--- src/rtl/core/kss1_pkg.sv ---
package kss1_pkg;

  localparam int unsigned SEQ_DEPTH = 6;
  localparam int unsigned CNT_W     = 3;

  localparam logic [7:0] REL_OFFSET   = 8'h80;
  localparam logic [7:0] REL_LO       = 8'h81;
  localparam logic [7:0] REL_HI       = 8'hD8;
  localparam logic [7:0] EXT_REL_LO   = 8'h99;
  localparam logic [7:0] EXT_REL_HI   = 8'hED;
  localparam logic [7:0] PFX_EXT      = 8'hE0;
  localparam logic [7:0] PFX_PAUSE    = 8'hE1;
  localparam logic [7:0] PRTSC_MK1    = 8'h2A;
  localparam logic [7:0] PRTSC_MK2    = 8'h37;
  localparam logic [7:0] PRTSC_BRK1   = 8'hB7;
  localparam logic [7:0] PRTSC_BRK2   = 8'hAA;
  localparam logic [7:0] PAUSE_B1     = 8'h1D;
  localparam logic [7:0] PAUSE_B2     = 8'h45;
  localparam logic [7:0] PAUSE_B4     = 8'h9D;
  localparam logic [7:0] PAUSE_B5     = 8'hC5;

  localparam logic [1:0] GRP_SINGLE   = 2'd0;
  localparam logic [1:0] GRP_EXT      = 2'd1;
  localparam logic [1:0] GRP_PRTSC    = 2'd2;
  localparam logic [1:0] GRP_PAUSE    = 2'd3;

  typedef struct packed {
    logic       hit;
    logic [6:0] make_code;
    logic [1:0] key_group;
    logic       released;
  } kss1_evt_t;

  function automatic logic single_known(input logic [7:0] c);
    single_known = ((c >= 8'h01) && (c <= 8'h53)) || (c == 8'h57) || (c == 8'h58);
  endfunction

  function automatic logic extended_known(input logic [7:0] c);
    case (c)
      8'h1C, 8'h1D, 8'h35, 8'h38,
      8'h47, 8'h48, 8'h49, 8'h4B,
      8'h4D, 8'h4F, 8'h50, 8'h51,
      8'h52, 8'h53, 8'h5B, 8'h5D: extended_known = 1'b1;
      default:                    extended_known = 1'b0;
    endcase
  endfunction

endpackage

--- src/rtl/core/kss1_decode.sv ---
module kss1_decode
  import kss1_pkg::*;
(
  input  logic       clk,
  input  logic       rst_n,
  input  logic       step,
  input  logic [7:0] scan_byte,
  output kss1_evt_t  evt
);

  logic [7:0]       pend_r [SEQ_DEPTH];
  logic [CNT_W-1:0] cnt_r;
  logic [CNT_W-1:0] cnt_nxt;

  logic [7:0] c1;
  logic [7:0] c2;
  logic       rel1;
  logic       rel2;
  logic       hit_single;
  logic       hit_ext;
  logic       hit_ps_mk;
  logic       hit_ps_brk;
  logic       hit_pause;

  always_comb begin
    rel1 = (scan_byte >= REL_LO) && (scan_byte <= REL_HI);
    c1   = rel1 ? (scan_byte - REL_OFFSET) : scan_byte;
    rel2 = (scan_byte >= EXT_REL_LO) && (scan_byte <= EXT_REL_HI);
    c2   = rel2 ? (scan_byte - REL_OFFSET) : scan_byte;

    hit_single = (cnt_r == CNT_W'(0)) && single_known(c1);
    hit_ext    = (cnt_r == CNT_W'(1)) && (pend_r[0] == PFX_EXT) && extended_known(c2);
    hit_ps_mk  = (cnt_r == CNT_W'(3)) && (pend_r[0] == PFX_EXT) && (pend_r[2] == PFX_EXT) &&
                 (pend_r[1] == PRTSC_MK1) && (scan_byte == PRTSC_MK2);
    hit_ps_brk = (cnt_r == CNT_W'(3)) && (pend_r[0] == PFX_EXT) && (pend_r[2] == PFX_EXT) &&
                 (pend_r[1] == PRTSC_BRK1) && (scan_byte == PRTSC_BRK2);
    hit_pause  = (cnt_r == CNT_W'(5)) && (pend_r[0] == PFX_PAUSE) &&
                 (pend_r[1] == PAUSE_B1) && (pend_r[2] == PAUSE_B2) &&
                 (pend_r[3] == PFX_PAUSE) && (pend_r[4] == PAUSE_B4) &&
                 (scan_byte == PAUSE_B5);

    evt = '0;
    if (hit_single) begin
      evt.hit       = 1'b1;
      evt.make_code = c1[6:0];
      evt.key_group = GRP_SINGLE;
      evt.released  = rel1;
    end else if (hit_ext) begin
      evt.hit       = 1'b1;
      evt.make_code = c2[6:0];
      evt.key_group = GRP_EXT;
      evt.released  = rel2;
    end else if (hit_ps_mk || hit_ps_brk) begin
      evt.hit       = 1'b1;
      evt.key_group = GRP_PRTSC;
      evt.released  = hit_ps_brk;
    end else if (hit_pause) begin
      evt.hit       = 1'b1;
      evt.key_group = GRP_PAUSE;
    end

    if (evt.hit || (cnt_r == CNT_W'(SEQ_DEPTH))) begin
      cnt_nxt = '0;
    end else begin
      cnt_nxt = cnt_r + CNT_W'(1);
    end
  end

  always_ff @(posedge clk) begin
    if (!rst_n) begin
      cnt_r <= '0;
    end else if (step) begin
      cnt_r <= cnt_nxt;
    end
  end

  // pending store, no reset: only entries below cnt_r are read
  always_ff @(posedge clk) begin
    if (step && !evt.hit && (cnt_r < CNT_W'(SEQ_DEPTH))) begin
      pend_r[cnt_r] <= scan_byte;
    end
  end

`ifndef SYNTHESIS
  a_cnt_range: assert property (@(posedge clk) disable iff (!rst_n)
    cnt_r <= CNT_W'(SEQ_DEPTH))
    else $error("pending count out of range");

  a_hit_clears: assert property (@(posedge clk) disable iff (!rst_n)
    (step && evt.hit) |=> (cnt_r == '0))
    else $error("match did not clear pending sequence");

  a_grow: assert property (@(posedge clk) disable iff (!rst_n)
    (step && !evt.hit && (cnt_r < CNT_W'(SEQ_DEPTH))) |=>
      (cnt_r == $past(cnt_r) + CNT_W'(1)))
    else $error("pending count did not advance");

  a_hold: assert property (@(posedge clk) disable iff (!rst_n)
    !step |=> $stable(cnt_r))
    else $error("pending count changed without a transfer");
`endif

endmodule

--- src/rtl/core/keyboard_scancode_set1_decoder.sv ---
// Scancode set 1 decoder.
// Input channel: in_valid / in_stall with in_scan_byte, one raw byte per
// transfer. Output channel: out_valid / out_stall with out_make_code,
// out_key_group and out_released, one event per completed key sequence.
// Bytes that only extend a prefix, or are unknown, produce no event.
// A byte goes into an input register, is matched against the pending
// sequence from there and its event lands in the output register.
// Throughput is one byte per cycle while no event is held by out_stall;
// the pending-sequence update is a single registered step, so bytes may
// follow back to back.
// When the receiver raises out_stall with an event held, the event stays
// put; the byte behind it waits in the input register and in_stall rises
// only once that register is also occupied.
// A sequence still unmatched after seven bytes is discarded silently.
// Reset (rst_n low, synchronous) empties both registers and the pending
// sequence; no clearing pass is needed.
module keyboard_scancode_set1_decoder
  import kss1_pkg::*;
(
  input  logic       clk,
  input  logic       rst_n,
  input  logic       in_valid,
  output logic       in_stall,
  input  logic [7:0] in_scan_byte,
  output logic       out_valid,
  input  logic       out_stall,
  output logic [6:0] out_make_code,
  output logic [1:0] out_key_group,
  output logic       out_released
);

  logic       s1_valid_r;
  logic [7:0] s1_byte_r;
  logic       s1_go;
  logic       in_fire;
  kss1_evt_t  evt;

  logic       out_valid_r;
  logic [6:0] out_code_r;
  logic [1:0] out_grp_r;
  logic       out_rel_r;

  assign s1_go    = s1_valid_r && (!out_valid_r || !out_stall);
  assign in_stall = s1_valid_r && !s1_go;
  assign in_fire  = in_valid && !in_stall;

  always_ff @(posedge clk) begin
    if (!rst_n) begin
      s1_valid_r <= 1'b0;
    end else if (in_fire) begin
      s1_valid_r <= 1'b1;
    end else if (s1_go) begin
      s1_valid_r <= 1'b0;
    end
  end

  always_ff @(posedge clk) begin
    if (in_fire) begin
      s1_byte_r <= in_scan_byte;
    end
  end

  kss1_decode u_decode (
    .clk       (clk),
    .rst_n     (rst_n),
    .step      (s1_go),
    .scan_byte (s1_byte_r),
    .evt       (evt)
  );

  always_ff @(posedge clk) begin
    if (!rst_n) begin
      out_valid_r <= 1'b0;
    end else if (s1_go) begin
      out_valid_r <= evt.hit;
    end else if (!out_stall) begin
      out_valid_r <= 1'b0;
    end
  end

  always_ff @(posedge clk) begin
    if (s1_go && evt.hit) begin
      out_code_r <= evt.make_code;
      out_grp_r  <= evt.key_group;
      out_rel_r  <= evt.released;
    end
  end

  assign out_valid     = out_valid_r;
  assign out_make_code = out_code_r;
  assign out_key_group = out_grp_r;
  assign out_released  = out_rel_r;

`ifndef SYNTHESIS
  a_stall_full: assert property (@(posedge clk) disable iff (!rst_n)
    in_stall |-> (s1_valid_r && out_valid_r))
    else $error("input stalled with free pipeline slot");

  a_evt_lands: assert property (@(posedge clk) disable iff (!rst_n)
    (s1_go && evt.hit) |=> out_valid)
    else $error("matched event not presented");

  a_no_drop: assert property (@(posedge clk) disable iff (!rst_n)
    (out_valid && out_stall) |=> out_valid)
    else $error("stalled event lost");
`endif

endmodule
--- config.mk ---
export PLATFORM = sky130hd
export DESIGN_NAME = keyboard_scancode_set1_decoder
export DESIGN_NICKNAME = d
export VERILOG_FILES = /design/src/rtl/core/kss1_pkg.sv /design/src/rtl/core/kss1_decode.sv /design/src/rtl/core/keyboard_scancode_set1_decoder.sv
export SDC_FILE = /design/constraint.sdc
export NUM_CORES = 1
export LEC_CHECK = 0
export ABC_AREA = 1
export BUFFER_PORTS_ARGS = -buffer_cell sky130_fd_sc_hd__buf_2
export CAP_MARGIN = 20
export CELL_PAD_IN_SITES_DETAIL_PLACEMENT = 1
export CELL_PAD_IN_SITES_GLOBAL_PLACEMENT = 1
export CORE_AREA = 2 2 86 79
export CTS_CLUSTER_DIAMETER = 30
export CTS_CLUSTER_SIZE = 30
export DETAILED_ROUTE_END_ITERATION = 10
export DIE_AREA = 0 0 88 81
export PLACE_DENSITY = 0.85
export SLEW_MARGIN = 20
export SYNTH_ARGS = -nofsm -noshare
export SYNTH_HDL_FRONTEND = slang
export SYNTH_HIERARCHICAL = 1
export SYNTH_SLANG_ARGS = --single-unit
--- constraint.sdc ---
create_clock -name clk -period 3 [get_ports clk]
set_input_delay 0 -clock clk [delete_from_list [all_inputs] [get_ports clk]]
set_output_delay 0 -clock clk [all_outputs]
set_load 0.01 [all_outputs]
# ---- Word-level counts from Yosys, hierarchy flattened
# Memories as Yosys holds them, arrays and structs flattened.
# Index checks and enable logic that the tools add are counted.
dict set report totals {
  register_bits 23
  mem_bits_rw 48
  inputBits 12
  out_inout_bits 12
  elab_cells 110
  n_memories 1
}
dict set report op_classes {
  n_addsub 2
  magnitude_cmp 7
  n_eq_ne 35
  muxes 19
  n_reduce_logical 38
}
# memory depth width rd rd_clocked_by_memory_dff write_ports line_no
set memory_table {}
lappend memory_table {u_decode.pend_r 6 8 5 0 1 kss1_decode.sv:11} ;# logic [7:0] pend_r [SEQ_DEPTH];
# op count
set op_table {}
lappend op_table {{8-bit by 7-bit == test with 1-bit output (second input constant)} 15}
lappend op_table {{8-bit == test (second input constant)} 8}
lappend op_table {{8-bit by 6-bit == test with 1-bit output (second input constant)} 4}
lappend op_table {{8-bit by 5-bit == test with 1-bit output (second input constant)} 3}
lappend op_table {{1-bit logical AND} 24}
lappend op_table {{8-bit greater-or-equal comparator (second input constant)} 2}
lappend op_table {{8-bit less-or-equal comparator (second input constant)} 2}
lappend op_table {{8-bit 2-to-1 mux} 2}
lappend op_table {{16-bit OR reduction} 1}
lappend op_table {{1-bit 2-to-1 mux} 11}
lappend op_table {{11-bit 2-to-1 mux} 1}
lappend op_table {{8-bit by 1-bit greater-or-equal comparator with 1-bit output (second input constant)} 1}
lappend op_table {{8-bit by 7-bit less-or-equal comparator with 1-bit output (second input constant)} 1}
lappend op_table {{8-bit subtractor (second input constant)} 1}
lappend op_table {{7-bit 2-to-1 mux} 1}
lappend op_table {{3-bit == test (second input constant)} 2}
lappend op_table {{3-bit 2-to-1 mux} 2}
lappend op_table {{1-bit logical NOT} 5}
lappend op_table {{1-bit logical OR} 5}
lappend op_table {{2-bit 2-to-1 mux} 2}
lappend op_table {{3-bit by 1-bit adder with 3-bit output (second input constant)} 1}
lappend op_table {{3-bit by 1-bit == test with 1-bit output (second input constant)} 1}
lappend op_table {{3-bit by 2-bit == test with 1-bit output (second input constant)} 1}
lappend op_table {{3-bit logical NOT} 1}
lappend op_table {{other kinds (4)} 4}

# ---- Longest topological paths before layout
# Gate-level depths: netlist of run 1.
dict set report logic_depth {
  depth_word 16
  mapped_depth 16
}

# ---- Cells and area by module
# Netlist of run 1, hierarchy kept.
# module instances cells_each area_each_um2 seq_area_each_um2
set by_module_without_submodules {}
lappend by_module_without_submodules {kss1_decode 1 231 2147.1 1261.2}
lappend by_module_without_submodules {keyboard_scancode_set1_decoder 1 35 646.9 580.6}

# ---- Worst setup path before layout of run 1
# OpenSTA, ideal clock, no wires.
dict set report synth_timing {
  path_type {flip-flop to flip-flop}
  from {register s1_byte_r[1]}
  to {memory u_decode.pend_r[0][0], enable pin}
  arrival_ns 1.939
  required_ns 2.617
  slack_ns 0.678
  stages_incl_launch_ff 10
  path_buffers 0
  period_less_slack_ns 2.322
  cell_sequence {edfxtp_1 > nor2_2 > nand2_1 > o21ai_0 > nand2_1 > nand2_2 > nand2_4 > nor2_8 > nand2_4 > nor3_1}
}
dict set report synth_between {
  elab_chain_len 14
  word_cells_on_any_way 52
}
# element line_no
set synth_rtl {}
lappend synth_rtl {{from (decl)} keyboard_scancode_set1_decoder.sv:33} ;# logic [7:0] s1_byte_r;
lappend synth_rtl {{from (signal assigned)} keyboard_scancode_set1_decoder.sv:59} ;# s1_byte_r <= in_scan_byte;
lappend synth_rtl {{8-bit greater-or-equal comparator (tied with other cells)} kss1_decode.sv:28} ;# rel2 = (scan_byte >= EXT_REL_LO) && (scan_byte <= EXT_REL_HI);
lappend synth_rtl {{1-bit logical AND (on tied branches)} {kss1_decode.sv:28, kss1_decode.sv:26}}
lappend synth_rtl {{8-bit 2-to-1 mux (on tied branches)} {kss1_decode.sv:29, kss1_decode.sv:27}}
lappend synth_rtl {{8-bit by 5-bit == test with 1-bit output (tied with other cells)} kss1_pkg.sv:39} ;# case (c)
lappend synth_rtl {{16-bit OR reduction / 1-bit logical AND (equally long branches)} {kss1_pkg.sv:39, kss1_pkg.sv:35}}
lappend synth_rtl {{1-bit 2-to-1 mux / 1-bit logical OR (equally long branches)} {kss1_pkg.sv:39, kss1_pkg.sv:35}}
lappend synth_rtl {{1-bit logical AND / 1-bit logical OR (equally long branches)} {kss1_decode.sv:32, kss1_pkg.sv:35}}
lappend synth_rtl {{1-bit 2-to-1 mux / 1-bit logical AND (equally long branches)} {kss1_decode.sv:48, kss1_decode.sv:31}}
lappend synth_rtl {{11-bit 2-to-1 mux (*)} kss1_decode.sv:43} ;# if (hit_single) begin
lappend synth_rtl {{1-bit logical NOT (*)} kss1_decode.sv:79} ;# if (step && !evt.hit && (cnt_r < CNT_W'(SEQ_DEPTH))) begin
lappend synth_rtl {{1-bit logical AND (*) (2 in a row)} kss1_decode.sv:79}
lappend synth_rtl {{1-bit 2-to-1 mux (*)} kss1_decode.sv:79}
lappend synth_rtl {{1-bit 2-to-1 mux (not written as such) (*)} kss1_decode.sv:80} ;# pend_r[cnt_r] <= scan_byte;
lappend synth_rtl {{to (decl)} kss1_decode.sv:11}
# Every way passes the cells marked *; elsewhere a longest branch is shown, timed or not.

# ---- Worst setup path after layout of run 1
dict set report layout_timing {
  from {register s1_byte_r[3]}
  to {memory u_decode.pend_r[4][5], enable pin}
}
# The elaborated chain is that of the path after synthesis.

==> impl_metrics.json, run 1 <==
{
  "finalMaxSlewViolations": 0,
  "layout-drive-gt1-share": 0.203,
  "worst_slew_pin_slew_ns": 0.625,
  "placed_cell_area_mm2": 0.00306,
  "netlist.area_leader.share": 0.623,
  "gp_congestion": 0.893,
  "critical_path_cell_count": 9,
  "clk_latency_ns": 0.34,
  "worst_hold_path_type": "in -> reg",
  "fin_crit_ns": 2.60,
  "placed_instance_count": 384,
  "initial_utilization": 0.441,
  "critPathTopFamily": "simple AND/OR/NAND/NOR gates",
  "synth.top_cells.by_count": "58 x sky130_fd_sc_hd__edfxtp_1, 50 x sky130_fd_sc_hd__nand2_1, 43 x sky130_fd_sc_hd__nor2_1",
  "die_height_um": 81,
  "synth_enable_flop_cells": 58,
  "nets": 332,
  "post_synth.cell_area_avg_um2": 10.5,
  "die_footprint_mm2": 0.00713,
  "worst_hold_path.num_cells": 3,
  "layout.cell_area.non_filler_mm2": 0.00337,
  "route.antenna.remaining_nets": 0,
  "clk_path_buf_depth": 2,
  "total_power_mw": 1.89,
  "cp-end-kind": "flop",
  "clkSlewWorstSetupHoldPaths_ns": 0.07,
  "timing.clock.skew_ns": 0.00835,
  "worst_path_max_delay_cell": "sky130_fd_sc_hd__edfxtp_1",
  "antenna_fix_cells": 0,
  "grt_max_degree": 13,
  "total_leakage_power_nw": 1.38,
  "route.met2.wl_um": 3580,
  "tritoncts": "yes",
  "peakVddDrop_mv": 0.340,
  "rr_worst_depth": 9,
  "fin_util": 0.531,
  "timing_worst_setup_path_type": "reg -> reg",
  "grt_pass1_wl_um": 10800,
  "worst_ep_required_ns": 2.98,
  "design.core.area_mm2": 0.00634,
  "run_status": "finished clean",
  "top_layer": "met4",
  "io_pins": 24,
  "yosys.cell_count.top_type": "sky130_fd_sc_hd__edfxtp_1",
  "wl_met3_um": 469,
  "final_cells": 410,
  "placement_rows": 28,
  "drt_first_pass_iters": 4,
  "yosys_warnings": 6,
  "setup.worst_path.start_class": "flop",
  "synthesis.nets": 283,
  "detailed_route_wire_length_um": 7000,
  "die_width_um": 88,
  "layout.filler_cells": 695,
  "drv_cap": 0,
  "grt_pass1_vias": 2196,
  "grt_usage": 0.218,
  "fmax_ghz": 0.385,
  "hpwl_um": 4850,
  "power_per_standard_cell_area_mw_per_mm2": 560,
  "vias": 2045,
  "hold_viol": 0,
  "post_synth_inst_count": 266,
  "globalRouteOverflowTotal": 0,
  "number_of_synthesized_register_bits": 63,
  "timing.final.crit_share": 0.867,
  "synth.area.top_cells": "sky130_fd_sc_hd__edfxtp_1 62%, sky130_fd_sc_hd__nand2_1 6.7%, sky130_fd_sc_hd__nor2_1 5.8%",
  "wire_per_inst_um": 17.1,
  "initialDrtViolationCount": 166,
  "place.port_buffers": 23,
  "async_flop_share": 0,
  "path_max_fanout": 11,
  "finalSetupTns_ns": 0,
  "netlist-cell-type-count": 23,
  "number_of_levels_the_h_tree_was_split_into": 3,
  "worst_path_most_repeated_cell": "sky130_fd_sc_hd__nor2_1",
  "synth.largest_area_cell": "sky130_fd_sc_hd__edfxtp_1",
  "post-route-drc-count": 0,
  "grt_setup_unrepaired": "false",
  "seq_total_area_yosys": 0.659,
  "synth_top_flop_cell": "sky130_fd_sc_hd__edfxtp_1",
  "post_drt_via_cell_ratio": 4.99,
  "timing.critical_path.buf_inv": 1,
  "path_cells": "inv_2 -> nor2_2 -> nand3_1 -> nor2_1 -> o21ai_1 -> nand2_2 -> nor2_8 -> nand2_4 -> nor2_1",
  "synth_area_mm2": 0.00279,
  "antenna_violations_before_repair": 0,
  "root_buffer": "sky130_fd_sc_hd__clkbuf_8",
  "relSlewSlack": 0.582,
  "critical_path.max_stage_delay_ns": 0.63,
  "numCtsBuffers": 9,
  "cts_num_sinks": 63,
  "endpoints_failing_setup": 0,
  "wl_met1_um": 2830,
  "postCtsSetupBuffers": 0,
  "syn_to_final_growth_pct": 20.6,
  "arrival_ns": 2.58
}
[where the power goes]
part	switching, mW	internal, mW	total [mW]
logic	0.0735	0.0436	0.117
clock network	0.308	0.449	0.757
registers	0.0288	0.983	1.01
total	0.411	1.48	1.89
[worst reg2reg max path, delay by kind of cell, from the launching register on]
kind / cells / cell delay (ns)
AOI/OAI and AO/OA: 1 / 0.26
and+or+nand+nor: 7 / 1.17
DFF: 1 / 0.63
buffers and inverters: 1 / 0.20
[logic make-up after synthesis]
kind of cell    count (synthesis)  share of synthesized area
fa+ha+maj                       5                     0.0224
flops                          63                      0.659
compound gates                 16                     0.0340
buf+inv                        43                     0.0578
simple gates                  139                      0.227
[per-stage QoR]
step	hold slack, ns	setup WS, ns
after floorplan	0.0976	0.678
after global placement	0.178	0.520
after detailed placement	0.179	0.388
after CTS	0.00980	0.370
after global routing	0.0353	0.187
final	0.0299	0.400
[final cells by class]
cell class                 instances  area [um2]  area share
sequential                        63        1840       0.547
multi-input combinational        160         791       0.235
timing repair buffer              38         253      0.0750
clock buffer                      13         169      0.0501
inverter                          43         161      0.0479
tap                               90         113      0.0334
clock inverter                     3        40.0      0.0119
[routing by layer]
metal	vias to the layer above	track usage
met3	10	0.0650
met1	980	0.249
met4	0	0.120
li1	974	-
met5	-	0
met2	81	0.365
[timing repair]
action                    in CTS  in global routing
hold endpoints to repair      13                  0
resized for setup              0                  0
hold buffers                  10                  0
[sequential cells by signal, indices dropped and copies added (netlist names)]
name and flops:
u_decode/pend_r 40, s1_byte_r 8, out_make_code 7, u_decode/cnt_r 3, out_key_group 2, out_released 1
out_valid 1, s1_valid_r 1
[placed cells by master, fill, tap and decap left out]
cell	synthesis	routed
sky130_fd_sc_hd__edfxtp_1	58	58
sky130_fd_sc_hd__nand2_1	50	50
sky130_fd_sc_hd__nor2_1	43	43
sky130_fd_sc_hd__inv_1	37	37
sky130_fd_sc_hd__buf_2	0	23
sky130_fd_sc_hd__nand3_1	16	16
sky130_fd_sc_hd__clkbuf_8	0	12
sky130_fd_sc_hd__dlygate4sd3_1	0	10
sky130_fd_sc_hd__nor3_1	9	9
sky130_fd_sc_hd__a21oi_1	7	7
sky130_fd_sc_hd__inv_2	6	6
sky130_fd_sc_hd__dfxtp_1	5	5
sky130_fd_sc_hd__buf_4	0	5
sky130_fd_sc_hd__nand2_2	5	5
sky130_fd_sc_hd__ha_1	5	5
sky130_fd_sc_hd__nand4_1	4	4
sky130_fd_sc_hd__o21ai_1	3	3
sky130_fd_sc_hd__or2_2	3	3
sky130_fd_sc_hd__nand3b_1	3	3
sky130_fd_sc_hd__nor2_2	3	3
sky130_fd_sc_hd__clkinv_2	0	2
sky130_fd_sc_hd__o21ai_0	2	2
sky130_fd_sc_hd__nand2_4	2	2
sky130_fd_sc_hd__a21boi_2	1	1
sky130_fd_sc_hd__bufinv_16	0	1
sky130_fd_sc_hd__clkbuf_1	0	1
sky130_fd_sc_hd__a21oi_2	1	1
sky130_fd_sc_hd__nor2_8	1	1
sky130_fd_sc_hd__o221ai_1	1	1
sky130_fd_sc_hd__a31oi_1	1	1
[path summary, 6_finish.rpt]
check,startpoint,to,slack (ns)
setup / recovery,s1_byte_r[3],u_decode/pend_r[4][5],0.40
hold / removal,out_stall,s1_valid_r,0.03
setup reg to reg,s1_byte_r[3],u_decode/pend_r[4][5],0.40
hold reg to reg,u_decode/cnt_r[1],u_decode/cnt_r[1],0.56
No activity file was read; power rests on OpenSTA's default activity.
==> inputs of run 2 (changes only) <==
--- a/config.mk
+++ b/config.mk
@@ -5,16 +5,16 @@
 export SDC_FILE = /design/constraint.sdc
 export NUM_CORES = 1
 export LEC_CHECK = 0
-export ABC_AREA = 1
+export ABC_AREA = 0
 export BUFFER_PORTS_ARGS = -buffer_cell sky130_fd_sc_hd__buf_2
 export CAP_MARGIN = 20
 export CELL_PAD_IN_SITES_DETAIL_PLACEMENT = 1
 export CELL_PAD_IN_SITES_GLOBAL_PLACEMENT = 1
-export CORE_AREA = 2 2 86 79
+export CORE_AREA = 2 2 83 77
 export CTS_CLUSTER_DIAMETER = 30
 export CTS_CLUSTER_SIZE = 30
 export DETAILED_ROUTE_END_ITERATION = 10
-export DIE_AREA = 0 0 88 81
+export DIE_AREA = 0 0 85 79
 export PLACE_DENSITY = 0.85
 export SLEW_MARGIN = 20
 export SYNTH_ARGS = -nofsm -noshare
==> run 2 against run 1 <==
- clock power about the same
- critical path type unchanged
- register-to-register slack worse by 0.25 ns
- worst setup slack got worse by 0.25 ns
- fmax down 8.6%
- count of clock-buffer cells in the layout stayed put
- first-iteration DRC count rose by 0.60%
- sequential cell count unchanged
- clock skew is 0.0027 ns lower
- total power increased by 2.1%
- hold slack better by 0.12 ns
==> impl_metrics.json, run 2 <==
{
  "fin_crit_ns": 2.85,
  "worst_path_most_repeated_cell": "sky130_fd_sc_hd__buf_4",
  "initial_utilization": 0.467,
  "netlist-cell-type-count": 56,
  "synth_area_mm2": 0.00276,
  "worst_hold_path_type": "in -> reg",
  "setup.worst_path.start_class": "flop",
  "post-route-drc-count": 0,
  "drv_cap": 0,
  "die_footprint_mm2": 0.00672,
  "setup_slack_ns": 0.154,
  "global_routing_usage_on_met3": 0.0447,
  "nets": 276,
  "drt_first_pass_iters": 4,
  "initialDrtViolationCount": 167,
  "p_seq_frac": 0.520,
  "layout.cell_area.non_filler_mm2": 0.00349,
  "async_flop_share": 0,
  "route.antenna.remaining_nets": 0,
  "clkSlewWorstSetupHoldPaths_ns": 0.07,
  "place.port_buffers": 23,
  "io_pins": 24,
  "synth.area.top_cells": "sky130_fd_sc_hd__edfxtp_1 63%, sky130_fd_sc_hd__dfxtp_1 3.6%, sky130_fd_sc_hd__ha_1 2.3%",
  "synth_enable_flop_cells": 58,
  "design.core.area_mm2": 0.00591,
  "grt_setup_unrepaired": "false",
  "timing_worst_setup_path_type": "reg -> reg",
  "antenna_violations_before_repair": 0,
  "mostFrequentLayoutCells": "58 x sky130_fd_sc_hd__edfxtp_1, 29 x sky130_fd_sc_hd__buf_4, 23 x sky130_fd_sc_hd__buf_2, 16 x sky130_fd_sc_hd__nand2_1",
  "global_route.usage.met1": 0.287,
  "muxShareOfSynthArea": 0.00543,
  "pre_cts_slack_ns": -0.00981,
  "flip_flop_count_of_the_largest_register_after_layout": 40,
  "placement_rows": 27,
  "clk_latency_ns": 0.33,
  "layout.cells.most_common": "sky130_fd_sc_hd__edfxtp_1",
  "worst_ep_required_ns": 3.04,
  "post_synth_inst_count": 191,
  "worst_path_max_delay_cell": "sky130_fd_sc_hd__or4_1",
  "post_synth.cell_area_avg_um2": 14.5,
  "synth-adder-area-share": 0.0226,
  "hold_viol": 0,
  "synth_top_flop_cell": "sky130_fd_sc_hd__edfxtp_1",
  "cp-end-kind": "flop",
  "clk_path_buf_depth": 2,
  "gr-max-usage-layer": "met2",
  "timing.hold.ws_ns": 0.148,
  "regMostFlops": "u_decode/pend_r",
  "endpoints_failing_setup": 0,
  "synth.largest_area_cell": "sky130_fd_sc_hd__edfxtp_1",
  "layout-drive-gt1-share": 0.326,
  "tritoncts": "yes",
  "cts_num_sinks": 63,
  "die_height_um": 79,
  "number_of_levels_the_h_tree_was_split_into": 3,
  "multiInputGateArea_um2": 847,
  "power_per_standard_cell_area_mw_per_mm2": 552,
  "timing.final.crit_share": 0.949,
  "antenna_fix_cells": 0,
  "root_buffer": "sky130_fd_sc_hd__clkbuf_8",
  "post_synth_and_or_nand_nor_area_fraction": 0.192,
  "gp_congestion": 0.839,
  "final_cells": 336,
  "total_power_mw": 1.93,
  "synth_compound_gate_area_share": 0.0847,
  "critical_path.max_stage_delay_ns": 0.55,
  "total_leakage_power_nw": 1.26,
  "syn_to_final_growth_pct": 26.2,
  "power.share.combinational": 0.087,
  "net_load_switching_power_mw": 0.415,
  "numCtsBuffers": 9,
  "synth.top_cells.by_count": "58 x sky130_fd_sc_hd__edfxtp_1, 16 x sky130_fd_sc_hd__nand2_1",
  "internal_power_mw": 1.51,
  "wire_per_inst_um": 20.4,
  "post_drt_via_cell_ratio": 5.78,
  "vias": 1941,
  "timing.clock.skew_ns": 0.00562,
  "grt_usage": 0.221,
  "regArea_mm2": 0.00184,
  "peakVddDrop_mv": 0.363,
  "run_status": "finished clean",
  "finalMaxSlewViolations": 0,
  "placed_cell_area_mm2": 0.00315,
  "relSlewSlack": 0.501,
  "postCtsSetupBuffers": 0,
  "gr-usage-met2": 0.375,
  "synth_xor_area_frac": 0,
  "grt_max_degree": 16,
  "synthesis.nets": 208,
  "globalRouteOverflowTotal": 0,
  "netlist.area_leader.share": 0.630,
  "number_of_synthesized_register_bits": 63,
  "layout.filler_cells": 575,
  "worst_slew_pin_slew_ns": 0.747,
  "placed_instance_count": 308,
  "yosys.cell_count.top_type": "sky130_fd_sc_hd__edfxtp_1",
  "die_width_um": 85,
  "seq_total_area_yosys": 0.667,
  "share_clk_of_total_power": 0.393,
  "path_cells": "buf_12 -> or4_1 -> o22ai_1 -> o311a_2 -> buf_4 -> o2bb2ai_4 -> nor4_1 -> buf_4",
  "arrival_ns": 2.88,
  "fmax_ghz": 0.351,
  "grt_pass1_vias": 2047,
  "power.share.switching": 0.215,
  "largest_family_of_logic_cells_by_synthesized_area": "simple AND/OR/NAND/NOR gates",
  "yosys_warnings": 6,
  "path_max_fanout": 15,
  "hpwl_um": 4740,
  "detailed_route_wire_length_um": 6850,
  "grt_pass1_wl_um": 11000
}
==> run 2: changes by cell type in the layout (fill, tap and decap cells not counted), moves of 4 or more <==
cell	change
sky130_fd_sc_hd__buf_4	+24
sky130_fd_sc_hd__nand3_1	-12
sky130_fd_sc_hd__nand2_2	-4
sky130_fd_sc_hd__inv_1	-30
sky130_fd_sc_hd__and2_1	+5
sky130_fd_sc_hd__a21oi_1	-5
sky130_fd_sc_hd__nand2_1	-34
sky130_fd_sc_hd__nand4b_1	+7
sky130_fd_sc_hd__nor4_1	+6
sky130_fd_sc_hd__inv_2	-6
sky130_fd_sc_hd__nor2_1	-36
==> run 2: metal layers <==
layer | vias up | routed length, um
li1 | 886 | -
met1 | 993 | 2990
met2 | 58 | 3530
met3 | 4 | 299
met4 | 0 | 31
met5 | - | 0
==> run 2: worst paths after layout <==
check                    start                    end  slack (ns)  cells after the start
setup / recovery  s1_byte_r[2]  u_decode/pend_r[3][5]        0.15                      8
hold / removal       out_stall       out_make_code[0]        0.15                      2
setup reg to reg  s1_byte_r[2]  u_decode/pend_r[3][5]        0.15                      8
hold reg to reg   s1_byte_r[3]  u_decode/pend_r[0][3]        0.51                      0
==> run 2: worst max-delay path: cells and delay by family, from the launching register on <==
family | cells | cell delay, ns
AND/OR/NAND/NOR | 2 | 0.94
AO/OA/AOI/OAI | 3 | 0.59
buffers and inverters | 3 | 0.57
flip-flops | 1 | 0.45
==> run 2: timing repair <==
item,CTS,global route
hold endpoints to repair,11,0
hold buffers,12,0
setup endpoints to repair,10,0
resized for setup,1,0
==> run 2: cell families after synthesis <==
group           after synthesis
simple gates                 82
compound gates               25
flops                        63
mux                           1
buf+inv                      15
fa+ha+maj                     5
==> run 2: power by group through the flow <==
stage	clock [mW]	sequential, mW	combinational, mW
2_1_floorplan	0	1.02	0.0776
3_3_place_gp	0	1.02	0.144
3_5_place_dp	0	1.02	0.150
4_1_cts	0.780	1.00	0.164
5_1_grt	0.807	1.00	0.180
6_report	0.757	1.00	0.167
==> run 2: cell type report <==
class,instances,share of cell area
sequential,63,0.528
inverter,7,0.00753
tap,72,0.0258
clock inverter,3,0.0115
multi-input combinational,113,0.243
clock buffer,13,0.0484
timing repair buffer,65,0.136
==> run 2: through the flow <==
| step | TNS [ns] | utilization |
|---|---|---|
| 2_1_floorplan | 0 | - |
| 3_3_place_gp | 0 | 0.534 |
| 3_5_place_dp | -0.0918 | 0.534 |
| 4_1_cts | 0 | 0.590 |
| 5_1_grt | 0 | 0.590 |
| 6_report | 0 | 0.590 |
==> inputs of run 3 (changes only) <==
--- a/config.mk
+++ b/config.mk
@@ -8,15 +8,15 @@
 export ABC_AREA = 0
 export BUFFER_PORTS_ARGS = -buffer_cell sky130_fd_sc_hd__buf_2
 export CAP_MARGIN = 20
-export CELL_PAD_IN_SITES_DETAIL_PLACEMENT = 1
+export CELL_PAD_IN_SITES_DETAIL_PLACEMENT = 0
 export CELL_PAD_IN_SITES_GLOBAL_PLACEMENT = 1
 export CORE_AREA = 2 2 83 77
+export CTS_BUF_LIST = sky130_fd_sc_hd__clkbuf_8 sky130_fd_sc_hd__clkbuf_16
 export CTS_CLUSTER_DIAMETER = 30
 export CTS_CLUSTER_SIZE = 30
 export DETAILED_ROUTE_END_ITERATION = 10
 export DIE_AREA = 0 0 85 79
 export PLACE_DENSITY = 0.85
-export SLEW_MARGIN = 20
 export SYNTH_ARGS = -nofsm -noshare
 export SYNTH_HDL_FRONTEND = slang
 export SYNTH_HIERARCHICAL = 1
==> run 3 against run 2 <==
- routed wire length is 19% lower
- sequential share of layout area is 0.42 points higher
- final cell count stayed put
- clock skew is 0.0037 ns higher
- global-route usage is 3.8 points lower
- fmax is 3.6% higher
==> impl_metrics.json, run 3 (same netlist as run 2, synthesis figures left out) <==
{
  "crit-reg2reg-launch": "s1_byte_r[2]",
  "initial_utilization": 0.467,
  "power_per_standard_cell_area_mw_per_mm2": 528,
  "clkSlewWorstSetupHoldPaths_ns": 0.06,
  "gp_congestion": 0.839,
  "drt_first_pass_iters": 4,
  "antenna_violations_before_repair": 0,
  "vias": 1832,
  "die_footprint_mm2": 0.00672,
  "nets": 276,
  "grt_usage": 0.183,
  "post-route-drc-count": 0,
  "mostFrequentLayoutCells": "58 x sky130_fd_sc_hd__edfxtp_1, 29 x sky130_fd_sc_hd__buf_4, 23 x sky130_fd_sc_hd__buf_2, 16 x sky130_fd_sc_hd__nand2_1, 12 x sky130_fd_sc_hd__dlygate4sd3_1",
  "run_status": "finished clean",
  "wire_per_inst_um": 16.5,
  "hold_end": "out_key_group[1]",
  "grt_pass1_wl_um": 9040,
  "relSlewSlack": 0.524,
  "total_leakage_power_nw": 1.25,
  "clk_path_buf_depth": 2,
  "placement_rows": 27,
  "antenna_fix_cells": 0,
  "setup.reg_to_reg.worst_slack_ns": 0.25,
  "die_width_um": 85,
  "clk_latency_ns": 0.34,
  "initialDrtViolationCount": 162,
  "timing_worst_setup_path_type": "reg -> reg",
  "worst_hold_path_type": "in -> reg",
  "worst_ep_required_ns": 3.05,
  "grt_setup_unrepaired": "false",
  "place.port_buffers": 23,
  "fin_crit_ns": 2.75,
  "arrival_ns": 2.79,
  "root_buffer": "sky130_fd_sc_hd__clkbuf_8",
  "endpoints_failing_setup": 0,
  "hold_viol": 0,
  "layout-drive-gt1-share": 0.314,
  "die_height_um": 79,
  "layout.cells.most_common": "sky130_fd_sc_hd__edfxtp_1",
  "number_of_levels_the_h_tree_was_split_into": 3,
  "tritoncts": "yes",
  "postCtsSetupBuffers": 0,
  "grt_pass1_vias": 1818,
  "route.antenna.remaining_nets": 0,
  "detailed_route_wire_length_um": 5540,
  "setup.worst_path.start_class": "flop",
  "cp-end-kind": "flop",
  "grt_max_degree": 16,
  "finalSetupTns_ns": 0,
  "syn_to_final_growth_pct": 25.2,
  "io_pins": 24,
  "hpwl_um": 3950,
  "regMostFlops": "u_decode/pend_r",
  "drv_cap": 0,
  "final_cells": 336,
  "peakVddDrop_mv": 0.369,
  "path_max_fanout": 15,
  "timing.final.crit_share": 0.916,
  "rr_worst_depth": 8,
  "placed_instance_count": 308,
  "fmax_ghz": 0.364,
  "critical_path.reg2reg.endpoint": "u_decode/pend_r[3][3]",
  "cts_num_sinks": 63,
  "timing.clock.skew_ns": 0.00930,
  "worst_hold_path.num_cells": 2,
  "post_drt_via_cell_ratio": 5.45,
  "globalRouteOverflowTotal": 0,
  "worst_slew_pin_slew_ns": 0.712,
  "design.core.area_mm2": 0.00591,
  "finalMaxSlewViolations": 0,
  "min-delay-start": "out_stall",
  "timing.hold.ws_ns": 0.105,
  "numCtsBuffers": 9,
  "flip_flop_count_of_the_largest_register_after_layout": 40
}
-- run 3: how the worst max path moves through the flow --
| stage | slack, ns | to | depth (start not counted) | start |
|---|---|---|---|---|
| finish | 0.25 | u_decode/pend_r[3][3] | 8 | s1_byte_r[2] |
| global route | 0.04 | u_decode/pend_r[3][7] | 8 | s1_byte_r[3] |
| CTS | 0.04 | out_make_code[1] | 8 | u_decode/cnt_r[1] |
| detailed placement | 0.06 | out_make_code[3] | 8 | u_decode/cnt_r[0] |
| global placement | 0.22 | u_decode/pend_r[3][4] | 8 | s1_byte_r[3] |
| floorplan | 0.19 | out_key_group[0] | 8 | u_decode/cnt_r[0] |
-- run 3: final cells by class --
class / instances / area, um2
multi-input combinational: 113 / 847
inverter: 7 / 26.3
tap: 72 / 90.1
clock inverter: 7 / 57.6
sequential: 63 / 1840
clock buffer: 9 / 124
timing repair buffer: 65 / 473
fill: 451 / 2450
-- run 3: report_power, final --
| part | total (mW) | internal (mW) | switching, mW |
|---|---|---|---|
| Clock | 0.668 | 0.370 | 0.299 |
| Sequential | 1.00 | 0.986 | 0.0139 |
| Combinational | 0.157 | 0.0756 | 0.0818 |
-- run 3: timing repair --
action                                  4_1_cts  5_1_grt
hold buffers                                 12        0
resized for setup                             0        1
hold endpoints to repair                     12        0
endpoints found under the setup margin        0       10
-- run 3: stage by stage --
step                      setup WS [ns]  power, mW  utilization  instance area [um2]
after floorplan                   0.193       1.10            -                 2760
after global placement            0.220       1.16        0.534                 3150
after detailed placement         0.0649       1.16        0.534                 3150
after CTS                        0.0441       1.84        0.585                 3460
after global routing             0.0352       1.90        0.585                 3460
final                             0.253       1.83        0.585                 3460
-- run 3: critical path: stages (launching register included) --
cell                        delay [ns]
sky130_fd_sc_hd__edfxtp_1         0.44
sky130_fd_sc_hd__buf_12           0.18
sky130_fd_sc_hd__or4_1            0.54
sky130_fd_sc_hd__o22ai_1          0.19
sky130_fd_sc_hd__o311a_2          0.22
sky130_fd_sc_hd__buf_4            0.12
sky130_fd_sc_hd__o2bb2ai_4        0.14
sky130_fd_sc_hd__nor4_1           0.37
sky130_fd_sc_hd__buf_4            0.24
-- run 3: metal layers --
layer | GRT usage | part of all wire
met1 | 0.248 | 0.46
met2 | 0.269 | 0.45
met3 | 0.0707 | 0.067
met4 | 0.0683 | 0.023
met5 | 0 | 0
